`config.mk`:
```
export PLATFORM = sky130hd
export DESIGN_NAME = multiview_score_fusion_classifier_unit
export DESIGN_NICKNAME = d
export VERILOG_FILES = /design/src/hw/rtl/msfc_pkg.sv /design/src/hw/rtl/msfc_dp.sv /design/src/hw/rtl/msfc_ctrl.sv /design/src/hw/rtl/multiview_score_fusion_classifier_unit.sv
export SDC_FILE = /design/constraint.sdc
export NUM_CORES = 2
export LEC_CHECK = 0
export ABC_AREA = 1
export CAP_MARGIN = 20
export CORE_UTILIZATION = 65
export CTS_CLUSTER_DIAMETER = 150
export DETAILED_ROUTE_END_ITERATION = 16
export DONT_BUFFER_PORTS = 1
export PLACE_DENSITY = 0.81
export SYNTH_ARGS = -nofsm -noshare
export SYNTH_HDL_FRONTEND = slang
export SYNTH_SLANG_ARGS = --single-unit
```
`constraint.sdc`:
```
create_clock -name clk -period 11.39 [get_ports clk]
set_input_delay 2.8475 -clock clk [delete_from_list [all_inputs] [get_ports clk]]
set_output_delay 2.8475 -clock clk [all_outputs]
set_load 0.05 [all_outputs]
```
`src/hw/rtl/msfc_pkg.sv`:
```
package msfc_pkg;

  localparam int MAX_VIEWS  = 8;
  localparam int MAX_MODELS = 4;

  localparam int VIEW_W  = (MAX_VIEWS > 1) ? $clog2(MAX_VIEWS) : 1;
  localparam int VCNT_W  = $clog2(MAX_VIEWS + 1);
  localparam int MODEL_W = (MAX_MODELS > 1) ? $clog2(MAX_MODELS) : 1;
  localparam int MCNT_W  = $clog2(MAX_MODELS + 1);

  localparam int ID_W     = 3;
  localparam int CLS_W    = 3;
  localparam int POS_W    = 16;
  localparam int SCORE_W  = 16;
  localparam int WEIGHT_W = 24;
  localparam int SUM_W    = 48;
  localparam int WSUM_W   = 32;
  localparam int SQ_W     = 2 * POS_W;
  localparam int PROD_W   = SCORE_W + WEIGHT_W;

  // restoring divider (48 / 32) and bit-pair square root
  localparam int DIV_STEPS  = SUM_W;
  localparam int SQRT_STEPS = 24;
  localparam int STEP_W     = 6;
  localparam logic [SUM_W-1:0] W_DIVIDEND = SUM_W'(1) << 46;
  localparam logic [SUM_W-1:0] SQRT_BIT0  = SUM_W'(1) << 46;

  localparam int CFG_IDX_W  = 3;
  localparam int CFG_DATA_W = 16;
  localparam logic [CFG_IDX_W-1:0] REG_MODE = 3'd0;
  localparam logic [CFG_IDX_W-1:0] REG_THR0 = 3'd1;

  typedef enum logic [4:0] {
    OP_NONE,
    OP_LOAD,
    OP_SQ,
    OP_W_ZERO,
    OP_DIV_INIT_W,
    OP_DIV_INIT_F,
    OP_DIV_STEP,
    OP_SQRT_INIT,
    OP_SQRT_STEP,
    OP_W_ROOT,
    OP_MUL,
    OP_ACC,
    OP_CLOSE,
    OP_CLEAR_VIEW,
    OP_EMIT_NORM,
    OP_EMIT_FUSED,
    OP_FUSE_INIT,
    OP_FUSE_CMP,
    OP_CLEAR_INST
  } dp_op_t;

  typedef struct packed {
    dp_op_t             op;
    logic [1:0]         axis;
    logic [MODEL_W-1:0] model;
    logic [VIEW_W-1:0]  view;
    logic               last;
  } dp_cmd_t;

  typedef struct packed {
    logic              active;
    logic              first;
    logic              mc_ok;
    logic              close;
    logic              inst_end;
    logic              consensus;
    logic              s_zero;
    logic              ws_zero;
    logic [VCNT_W-1:0] vc;
    logic              out_free;
  } dp_status_t;

endpackage

```
`src/hw/rtl/msfc_dp.sv`:
```
module msfc_dp import msfc_pkg::*; (
  input  logic                        clk,
  input  logic                        rst,
  input  logic                        cfg_valid,
  input  logic [CFG_IDX_W-1:0]        cfg_index,
  input  logic [CFG_DATA_W-1:0]       cfg_data,
  input  logic [ID_W-1:0]             view_id,
  input  logic signed [POS_W-1:0]     pos_x,
  input  logic signed [POS_W-1:0]     pos_y,
  input  logic signed [POS_W-1:0]     pos_z,
  input  logic [SCORE_W-1:0]          score,
  input  logic                        last_model,
  input  logic                        last_view,
  input  dp_cmd_t                     cmd,
  output dp_status_t                  status,
  input  logic                        out_ready,
  output logic                        out_valid,
  output logic [ID_W-1:0]             out_view_id,
  output logic [CLS_W-1:0]            class_index,
  output logic signed [POS_W-1:0]     out_pos_x,
  output logic signed [POS_W-1:0]     out_pos_y,
  output logic signed [POS_W-1:0]     out_pos_z,
  output logic                        last_of_run
);

  logic                 consensus;
  logic [SCORE_W-1:0]   thr [MAX_MODELS];

  logic [SUM_W-1:0]     sums [MAX_MODELS];
  logic [WSUM_W-1:0]    wsum;
  logic [WEIGHT_W-1:0]  vw;
  logic [VCNT_W-1:0]    vc;
  logic [MCNT_W-1:0]    mc;
  logic [CLS_W-1:0]     best_idx;
  logic [SCORE_W-1:0]   best_sc;

  logic [ID_W-1:0]      ids [MAX_VIEWS];
  logic [POS_W-1:0]     px [MAX_VIEWS];
  logic [POS_W-1:0]     py [MAX_VIEWS];
  logic [POS_W-1:0]     pz [MAX_VIEWS];

  logic signed [POS_W-1:0] it_px, it_py, it_pz;
  logic [SCORE_W-1:0]   it_score;
  logic                 it_close, it_end;

  logic [SQ_W-1:0]      s;
  logic [SUM_W-1:0]     div_q;
  logic [WSUM_W-1:0]    div_r;
  logic [WSUM_W-1:0]    div_d;
  logic [SUM_W-1:0]     rt_n, rt_root, rt_bit;
  logic [PROD_W-1:0]    prod;
  logic [SCORE_W-1:0]   fbest;
  logic [CLS_W-1:0]     emit_cls;
  logic [VIEW_W-1:0]    emit_slot;

  logic signed [POS_W-1:0] pos_sel;
  logic signed [SQ_W-1:0]  sq;
  logic [WSUM_W:0]         rem_sh;
  logic [WSUM_W:0]         rem_diff;
  logic [SUM_W-1:0]        trial;
  logic [SCORE_W-1:0]      f_sat;
  logic [MODEL_W-1:0]      mi;
  logic [VIEW_W-1:0]       slot;
  logic [VIEW_W-1:0]       rd;

  always_comb begin
    case (cmd.axis)
      2'd0:    pos_sel = it_px;
      2'd1:    pos_sel = it_py;
      default: pos_sel = it_pz;
    endcase
  end

  assign sq       = pos_sel * pos_sel;
  assign rem_sh   = {div_r, div_q[SUM_W-1]};
  assign rem_diff = rem_sh - {1'b0, div_d};
  assign trial    = rt_root + rt_bit;
  assign f_sat    = (|div_q[SUM_W-1:SCORE_W]) ? '1 : div_q[SCORE_W-1:0];
  assign mi       = mc[MODEL_W-1:0];
  assign slot     = vc[VIEW_W-1:0];
  assign rd       = (cmd.op == OP_EMIT_FUSED) ? cmd.view : emit_slot;

  assign status.active    = vc < VCNT_W'(MAX_VIEWS);
  assign status.first     = mc == '0;
  assign status.mc_ok     = mc < MCNT_W'(MAX_MODELS);
  assign status.close     = it_close | it_end;
  assign status.inst_end  = it_end;
  assign status.consensus = consensus;
  assign status.s_zero    = s == '0;
  assign status.ws_zero   = wsum == '0;
  assign status.vc        = vc;
  assign status.out_free  = !out_valid || out_ready;

  // control state and accumulators
  always_ff @(posedge clk) begin
    if (rst) begin
      consensus <= 1'b0;
      for (int i = 0; i < MAX_MODELS; i++) begin
        thr[i]  <= '0;
        sums[i] <= '0;
      end
      wsum      <= '0;
      vw        <= '0;
      vc        <= '0;
      mc        <= '0;
      best_idx  <= '0;
      best_sc   <= '0;
      out_valid <= 1'b0;
    end else begin
      if (cfg_valid) begin
        if (cfg_index == REG_MODE) begin
          consensus <= cfg_data[0];
        end
        for (int i = 0; i < MAX_MODELS; i++) begin
          if (cfg_index == REG_THR0 + CFG_IDX_W'(i)) begin
            thr[i] <= cfg_data;
          end
        end
      end

      if (cmd.op == OP_EMIT_NORM || cmd.op == OP_EMIT_FUSED) begin
        out_valid <= 1'b1;
      end else if (out_ready) begin
        out_valid <= 1'b0;
      end

      case (cmd.op)
        OP_W_ZERO: vw <= '0;
        OP_W_ROOT: vw <= rt_root[WEIGHT_W-1:0];
        OP_ACC: begin
          sums[mi] <= sums[mi] + SUM_W'(prod);
          if (it_score >= thr[mi] && it_score > best_sc) begin
            best_sc  <= it_score;
            best_idx <= CLS_W'(mi) + CLS_W'(1);
          end
          mc <= mc + MCNT_W'(1);
        end
        OP_CLOSE: begin
          wsum     <= wsum + WSUM_W'(vw);
          vc       <= vc + VCNT_W'(1);
          mc       <= '0;
          best_idx <= '0;
          best_sc  <= '0;
          vw       <= '0;
        end
        OP_CLEAR_VIEW: begin
          mc       <= '0;
          best_idx <= '0;
          best_sc  <= '0;
          vw       <= '0;
        end
        OP_CLEAR_INST: begin
          for (int i = 0; i < MAX_MODELS; i++) begin
            sums[i] <= '0;
          end
          wsum     <= '0;
          vc       <= '0;
          mc       <= '0;
          best_idx <= '0;
          best_sc  <= '0;
          vw       <= '0;
        end
        default: ;
      endcase
    end
  end

  // payload, working registers and view store
  always_ff @(posedge clk) begin
    case (cmd.op)
      OP_LOAD: begin
        it_px    <= pos_x;
        it_py    <= pos_y;
        it_pz    <= pos_z;
        it_score <= score;
        it_close <= last_model;
        it_end   <= last_view;
        s        <= '0;
        if (status.active && status.first) begin
          ids[slot] <= view_id;
          px[slot]  <= pos_x;
          py[slot]  <= pos_y;
          pz[slot]  <= pos_z;
        end
      end
      OP_SQ: s <= s + $unsigned(sq);
      OP_DIV_INIT_W: begin
        div_q <= W_DIVIDEND;
        div_r <= '0;
        div_d <= s;
      end
      OP_DIV_INIT_F: begin
        div_q <= sums[cmd.model];
        div_r <= '0;
        div_d <= wsum;
      end
      OP_DIV_STEP: begin
        if (rem_sh >= {1'b0, div_d}) begin
          div_r <= rem_diff[WSUM_W-1:0];
          div_q <= {div_q[SUM_W-2:0], 1'b1};
        end else begin
          div_r <= rem_sh[WSUM_W-1:0];
          div_q <= {div_q[SUM_W-2:0], 1'b0};
        end
      end
      OP_SQRT_INIT: begin
        rt_n    <= div_q;
        rt_root <= '0;
        rt_bit  <= SQRT_BIT0;
      end
      OP_SQRT_STEP: begin
        if (rt_n >= trial) begin
          rt_n    <= rt_n - trial;
          rt_root <= (rt_root >> 1) + rt_bit;
        end else begin
          rt_root <= rt_root >> 1;
        end
        rt_bit <= rt_bit >> 2;
      end
      OP_MUL: prod <= it_score * vw;
      OP_CLOSE: begin
        emit_slot <= slot;
        emit_cls  <= best_idx;
      end
      OP_FUSE_INIT: begin
        fbest    <= '0;
        emit_cls <= '0;
      end
      OP_FUSE_CMP: begin
        if (f_sat >= thr[cmd.model] && f_sat > fbest) begin
          fbest    <= f_sat;
          emit_cls <= CLS_W'(cmd.model) + CLS_W'(1);
        end
      end
      OP_EMIT_NORM, OP_EMIT_FUSED: begin
        out_view_id <= ids[rd];
        out_pos_x   <= px[rd];
        out_pos_y   <= py[rd];
        out_pos_z   <= pz[rd];
        class_index <= emit_cls;
        last_of_run <= (cmd.op == OP_EMIT_NORM) ? 1'b1 : cmd.last;
      end
      default: ;
    endcase
  end

endmodule

```
`src/hw/rtl/msfc_ctrl.sv`:
```
module msfc_ctrl import msfc_pkg::*; (
  input  logic       clk,
  input  logic       rst,
  input  logic       in_valid,
  output logic       in_ready,
  input  dp_status_t status,
  output dp_cmd_t    cmd
);

  typedef enum logic [17:0] {
    S_IDLE  = 18'h00001,
    S_PREP  = 18'h00002,
    S_SQ    = 18'h00004,
    S_WCHK  = 18'h00008,
    S_WDIV  = 18'h00010,
    S_SQRTI = 18'h00020,
    S_SQRT  = 18'h00040,
    S_WSET  = 18'h00080,
    S_MUL   = 18'h00100,
    S_ACC   = 18'h00200,
    S_CLOSE = 18'h00400,
    S_EMITN = 18'h00800,
    S_END   = 18'h01000,
    S_FCHK  = 18'h02000,
    S_FDIV  = 18'h04000,
    S_FCMP  = 18'h08000,
    S_EMITF = 18'h10000,
    S_CLR   = 18'h20000
  } state_t;

  state_t             state, state_next;
  logic [STEP_W-1:0]  step, step_next;
  logic [MODEL_W-1:0] mdl, mdl_next;
  logic [VIEW_W-1:0]  view, view_next;
  logic               view_last;

  assign in_ready  = state == S_IDLE;
  assign view_last = (VCNT_W'(view) + VCNT_W'(1)) == status.vc;

  always_ff @(posedge clk) begin
    if (rst) begin
      state <= S_IDLE;
      step  <= '0;
      mdl   <= '0;
      view  <= '0;
    end else begin
      state <= state_next;
      step  <= step_next;
      mdl   <= mdl_next;
      view  <= view_next;
    end
  end

  always_comb begin
    state_next = state;
    step_next  = step;
    mdl_next   = mdl;
    view_next  = view;
    cmd        = '0;
    cmd.op     = OP_NONE;
    cmd.axis   = step[1:0];
    cmd.model  = mdl;
    cmd.view   = view;
    cmd.last   = view_last;
    case (state)
      S_IDLE: begin
        if (in_valid) begin
          cmd.op     = OP_LOAD;
          state_next = S_PREP;
        end
      end
      S_PREP: begin
        step_next  = '0;
        state_next = (status.active && status.first) ? S_SQ : S_MUL;
      end
      S_SQ: begin
        cmd.op = OP_SQ;
        if (step == STEP_W'(2)) begin
          step_next  = '0;
          state_next = S_WCHK;
        end else begin
          step_next = step + STEP_W'(1);
        end
      end
      S_WCHK: begin
        if (status.s_zero) begin
          cmd.op     = OP_W_ZERO;
          state_next = S_MUL;
        end else begin
          cmd.op     = OP_DIV_INIT_W;
          step_next  = '0;
          state_next = S_WDIV;
        end
      end
      S_WDIV: begin
        cmd.op = OP_DIV_STEP;
        if (step == STEP_W'(DIV_STEPS - 1)) begin
          step_next  = '0;
          state_next = S_SQRTI;
        end else begin
          step_next = step + STEP_W'(1);
        end
      end
      S_SQRTI: begin
        cmd.op     = OP_SQRT_INIT;
        state_next = S_SQRT;
      end
      S_SQRT: begin
        cmd.op = OP_SQRT_STEP;
        if (step == STEP_W'(SQRT_STEPS - 1)) begin
          step_next  = '0;
          state_next = S_WSET;
        end else begin
          step_next = step + STEP_W'(1);
        end
      end
      S_WSET: begin
        cmd.op     = OP_W_ROOT;
        state_next = S_MUL;
      end
      S_MUL: begin
        if (status.active && status.mc_ok) begin
          cmd.op     = OP_MUL;
          state_next = S_ACC;
        end else begin
          state_next = S_CLOSE;
        end
      end
      S_ACC: begin
        cmd.op     = OP_ACC;
        state_next = S_CLOSE;
      end
      S_CLOSE: begin
        if (status.active && status.close) begin
          cmd.op     = OP_CLOSE;
          state_next = status.consensus ? S_END : S_EMITN;
        end else if (status.close) begin
          cmd.op     = OP_CLEAR_VIEW;
          state_next = S_END;
        end else begin
          state_next = S_END;
        end
      end
      S_EMITN: begin
        // hold until the output register is free
        if (status.out_free) begin
          cmd.op     = OP_EMIT_NORM;
          state_next = S_END;
        end
      end
      S_END: begin
        if (!status.inst_end) begin
          state_next = S_IDLE;
        end else if (status.consensus && status.vc != '0) begin
          cmd.op     = OP_FUSE_INIT;
          mdl_next   = '0;
          state_next = S_FCHK;
        end else begin
          state_next = S_CLR;
        end
      end
      S_FCHK: begin
        // zero weight sum fuses every model to 0: nothing can win
        if (status.ws_zero) begin
          view_next  = '0;
          state_next = S_EMITF;
        end else begin
          cmd.op     = OP_DIV_INIT_F;
          step_next  = '0;
          state_next = S_FDIV;
        end
      end
      S_FDIV: begin
        cmd.op = OP_DIV_STEP;
        if (step == STEP_W'(DIV_STEPS - 1)) begin
          step_next  = '0;
          state_next = S_FCMP;
        end else begin
          step_next = step + STEP_W'(1);
        end
      end
      S_FCMP: begin
        cmd.op = OP_FUSE_CMP;
        if (mdl == MODEL_W'(MAX_MODELS - 1)) begin
          view_next  = '0;
          state_next = S_EMITF;
        end else begin
          mdl_next   = mdl + MODEL_W'(1);
          state_next = S_FCHK;
        end
      end
      S_EMITF: begin
        if (status.out_free) begin
          cmd.op = OP_EMIT_FUSED;
          if (view_last) begin
            state_next = S_CLR;
          end else begin
            view_next = view + VIEW_W'(1);
          end
        end
      end
      S_CLR: begin
        cmd.op     = OP_CLEAR_INST;
        state_next = S_IDLE;
      end
      default: state_next = S_IDLE;
    endcase
  end

endmodule

```
`src/hw/rtl/multiview_score_fusion_classifier_unit.sv`:
```
// Multiview score fusion classifier.
// Input channel (in_valid/in_ready): one word per model score of a view, model 0
// first; last_model closes the view, last_view closes the object instance.
// Output channel (out_valid/out_ready): one word per classified view. Normal
// mode gives one word when a view closes; consensus mode gives one word per
// stored view, in arrival order, at the close of the instance.
// Config channel (cfg_valid/cfg_ready, always ready): index 0 consensus mode,
// indexes 1..4 the per-model reject thresholds. Write only while idle.
// A score that neither opens nor closes a view passes load, prep, multiply,
// accumulate, close and end; a close in normal mode adds an emit, a last
// view adds a clear. The first word of a view with nonzero position squares
// the three axes, then runs a 48-step restoring divider and a 24-step square
// root for its weight; with a zero position the weight is zero. A consensus
// close divides each model sum by the weight sum, then emits and clears.
// One word is in work at a time; in_ready is high only while idle.
// The output register holds a finished word while the next input is taken;
// a stalled receiver holds the block only when it has another word to emit.
// Synchronous reset clears configuration, accumulators, counters and
// the output valid; the view store has no reset.
module multiview_score_fusion_classifier_unit import msfc_pkg::*; (
  input  logic                    clk,
  input  logic                    rst,
  input  logic                    cfg_valid,
  output logic                    cfg_ready,
  input  logic [CFG_IDX_W-1:0]    cfg_index,
  input  logic [CFG_DATA_W-1:0]   cfg_data,
  input  logic                    in_valid,
  output logic                    in_ready,
  input  logic [ID_W-1:0]         view_id,
  input  logic signed [POS_W-1:0] pos_x,
  input  logic signed [POS_W-1:0] pos_y,
  input  logic signed [POS_W-1:0] pos_z,
  input  logic [SCORE_W-1:0]      score,
  input  logic                    last_model,
  input  logic                    last_view,
  output logic                    out_valid,
  input  logic                    out_ready,
  output logic [ID_W-1:0]         out_view_id,
  output logic [CLS_W-1:0]        class_index,
  output logic signed [POS_W-1:0] out_pos_x,
  output logic signed [POS_W-1:0] out_pos_y,
  output logic signed [POS_W-1:0] out_pos_z,
  output logic                    last_of_run
);

  dp_cmd_t    cmd;
  dp_status_t status;

  assign cfg_ready = 1'b1;

  msfc_ctrl u_ctrl (
    .clk      (clk),
    .rst      (rst),
    .in_valid (in_valid),
    .in_ready (in_ready),
    .status   (status),
    .cmd      (cmd)
  );

  msfc_dp u_dp (
    .clk         (clk),
    .rst         (rst),
    .cfg_valid   (cfg_valid),
    .cfg_index   (cfg_index),
    .cfg_data    (cfg_data),
    .view_id     (view_id),
    .pos_x       (pos_x),
    .pos_y       (pos_y),
    .pos_z       (pos_z),
    .score       (score),
    .last_model  (last_model),
    .last_view   (last_view),
    .cmd         (cmd),
    .status      (status),
    .out_ready   (out_ready),
    .out_valid   (out_valid),
    .out_view_id (out_view_id),
    .class_index (class_index),
    .out_pos_x   (out_pos_x),
    .out_pos_y   (out_pos_y),
    .out_pos_z   (out_pos_z),
    .last_of_run (last_of_run)
  );

endmodule

```
==> results.ini <==
[route]
drt_wl_total_mm = 289
dr.pass1.iters = 7
drtAntennaViolNets = 0
vias = 77494
drc = 0
first_iter_violations = 9271
wl_per_cell_um = 22.6
viasPerCell = 6.07

[place]
port_buffers = 0
gp_congestion = 1.03
place_hpwl_mm = 210

[global_route]
grt_use_total_pct = 40.3
grt_start_max_net_pins = 261
antenna_found_initial = 11
grt_pass1_vias = 76040
globalRouteOverflowTotal = 0
grt_pass1_wl_mm = 437

[cts]
ctsHtreeMaxLevel = 4
holdBufCountCts = 0
root_buffer = clkbuf_16
post_cts_buffers = 0
cts_resized = 0
clock_path_buffers = 3
cts_buffers = 131
cts_tree = built
clock_latency_ns = 0.83
clk_pin_slew_ns = 0.06
cts_sinks = 1228

[synthesis]
syn_nets = 12096
yosys-top-cells-area = edfxtp_1 (36%), fa_1 (12%), nand2_1 (9.5%)
synth_top_area_share_pct = 36.3
yosys.area.top_type = edfxtp_1
netlist_instances = 10940
synthTopCellsByCount = nand2_1 (2,336), inv_1 (1,964), edfxtp_1 (1,111)
ys.flop_type = edfxtp_1
ys_seq_elements = 1228
avgSynthCellArea_um2 = 8.40
synth-edff-count = 1111
ys_async_sr_fraction_pct = 0
syn_area_um2 = 91900
synth_cell_types = 64
yosysWarnings = 0
synth.most_common_cell = nand2_1
ys_seq_area_share_pct = 38.9

[status]
outcome = completed

[floorplan]
io_pins = 151
rows = 137
die_area_um2 = 143000
dieWidth_um = 378
core-area_um2 = 140000
start_util_pct = 65.7
die_h_um = 378

[setup_path]
end_kind = register
crit_required_ns = 11.91
worstPathMaxFanout = 17
crit_type = reg -> reg
start_kind = register
crit_top_cell = inv_1
rr_startpoint = u_ctrl.step[0]$_SDFFE_PP0P_
arrival_ns = 8.98
worstRegToRegCells = 31
r2r-end = u_dp.s[31]$_SDFFCE_PP0P_
slowest_stage = fa_1
cpPeakStageDelay_ns = 0.73
r2r_slack_ns = 2.93

[sta]
fmax_mhz = 118
slew_headroom_pct = 10.1
finalSetupTns_ns = 0
setup_viol = 0
hold_viol_final = 0
post-route-min-period_ns = 8.46
tightest_slew_ns = 1.35
maxSlewViolCount = 0
min_period_over_period_pct = 74.3
clock_skew_ns = 0.0764
rsz0062_at_grt = false

[flow_run]
drv_cap = 0

[hold_path]
min_to = u_dp.class_index[2]$_DFFE_PP_
hp-class = reg -> reg
hold_start = u_dp.emit_cls[2]$_DFFE_PP_
holdPathStages = 0

[finish]
drive_gt1_share_pct = 3.80
fin_nets = 11934
synthToLayoutAreaGrowth_pct = 6.84

[worst max path at each step]
stage	start	to	slack, ns	cells after the start
3_3_place_gp	u_ctrl.step[0]$_SDFFE_PP0P_	u_dp.s[31]$_SDFFCE_PP0P_	3.23	31
2_1_floorplan	in_valid	u_dp.ids[4][0]$_DFFE_PP_	2.65	4
6_report	u_ctrl.step[0]$_SDFFE_PP0P_	u_dp.s[31]$_SDFFCE_PP0P_	2.93	31
3_5_place_dp	u_ctrl.step[0]$_SDFFE_PP0P_	u_dp.s[31]$_SDFFCE_PP0P_	2.98	31
5_1_grt	u_ctrl.step[0]$_SDFFE_PP0P_	u_dp.s[31]$_SDFFCE_PP0P_	2.34	31
4_1_cts	u_ctrl.step[0]$_SDFFE_PP0P_	u_dp.s[31]$_SDFFCE_PP0P_	2.94	31
[area by class of cell]
| cell class | instances | area, um2 |
|---|---|---|
| Multi-Input combinational cell | 7330 | 47200 |
| Fill cell | 10886 | 41700 |
| Sequential cell | 1228 | 35700 |
| Inverter | 1978 | 7430 |
| Clock buffer | 164 | 3480 |
| Tap cell | 1876 | 2350 |
| Clock inverter | 73 | 1030 |
| Timing Repair Buffer | 109 | 963 |
| Antenna cell | 6 | 15.0 |
[metrics by stage]
stage / hold WS, ns / util, % / cells / setup WS (ns) / cell area (um2)
after CTS: 0.423 / 70.0 / 12751 / 2.94 / 98000
after global routing: 0.440 / 70.2 / 12758 / 2.34 / 98200
after detailed placement: 0.408 / 66.8 / 12514 / 2.98 / 93500
after global placement: 0.410 / 66.8 / 12514 / 3.23 / 93500
after floorplan: 0.400 / - / 10940 / 2.65 / 91900
final: 0.418 / 70.2 / 12764 / 2.93 / 98200
[registers in the layout, indices dropped and copies added, names as in the netlist, 18 cells and up, named ones only]
| signal | count |
|---|---|
| u_dp.wsum | 32 |
| u_dp.rt_root | 48 |
| u_dp.div_r | 32 |
| u_dp.rt_bit | 24 |
| u_ctrl.state | 18 |
| u_dp.px | 128 |
| u_dp.thr | 64 |
| u_dp.sums | 192 |
| u_dp.py | 128 |
| u_dp.div_d | 32 |
| u_dp.ids | 24 |
| u_dp.pz | 128 |
| u_dp.vw | 24 |
| u_dp.prod | 40 |
| u_dp.div_q | 48 |
| u_dp.s | 32 |
| u_dp.rt_n | 48 |
[worst max-delay path, delay by kind of cell, from the launching register on]
family	cells	cell delay, ns
buffers and inverters	11	1.82
AO/OA/AOI/OAI	6	1.15
AND/OR/NAND/NOR	6	0.64
flip-flops	1	0.35
adder cells (fa/ha/maj)	8	4.27
[logic make-up (layout without fill, tap and decap cells)]
family	Yosys count	after routing	share of synthesized area (%)
adder cells (fa/ha/maj)	1063	1063	19.1
buffers and inverters	2382	2324	9.97
AO/OA/AOI/OAI	1866	1866	11.3
multiplexers	14	14	0.174
XOR/XNOR	227	227	2.16
flip-flops	1228	1228	38.9
AND/OR/NAND/NOR	4159	4159	18.4
other	1	7	0.00408
[layout by cell type (no fill, tap or decap), types with 16 or more instances in the layout]
master / instances
o21ai_0: 748
buf_4: 101
o22ai_1: 16
inv_1: 1959
clkinv_1: 25
xor2_1: 127
nand4_1: 96
o21bai_1: 55
nand3_1: 415
o211ai_1: 118
edfxtp_1: 1111
a21o_1: 42
nand2_1: 2326
nor2_1: 1066
clkinv_2: 17
clkbuf_16: 133
a31oi_1: 42
nor3_1: 111
a32o_1: 20
nor4_1: 38
xnor2_1: 100
ha_1: 491
fa_1: 572
clkbuf_1: 27
o21a_1: 18
a21oi_1: 727
dfxtp_1: 115
or2_2: 23
[metal layers]
layer | vias to the layer above | routed length (um) | track usage, %
li1 | 35086 | - | -
met1 | 36940 | 111000 | 53.1
met2 | 4610 | 132000 | 63.7
met3 | 856 | 32300 | 9.07
met4 | 2 | 13900 | 18.2
met5 | - | 17 | 0
Power is left out: the tool's default activity adds up to more than one toggle a clock period on the data nets, which glitch-free logic cannot reach.
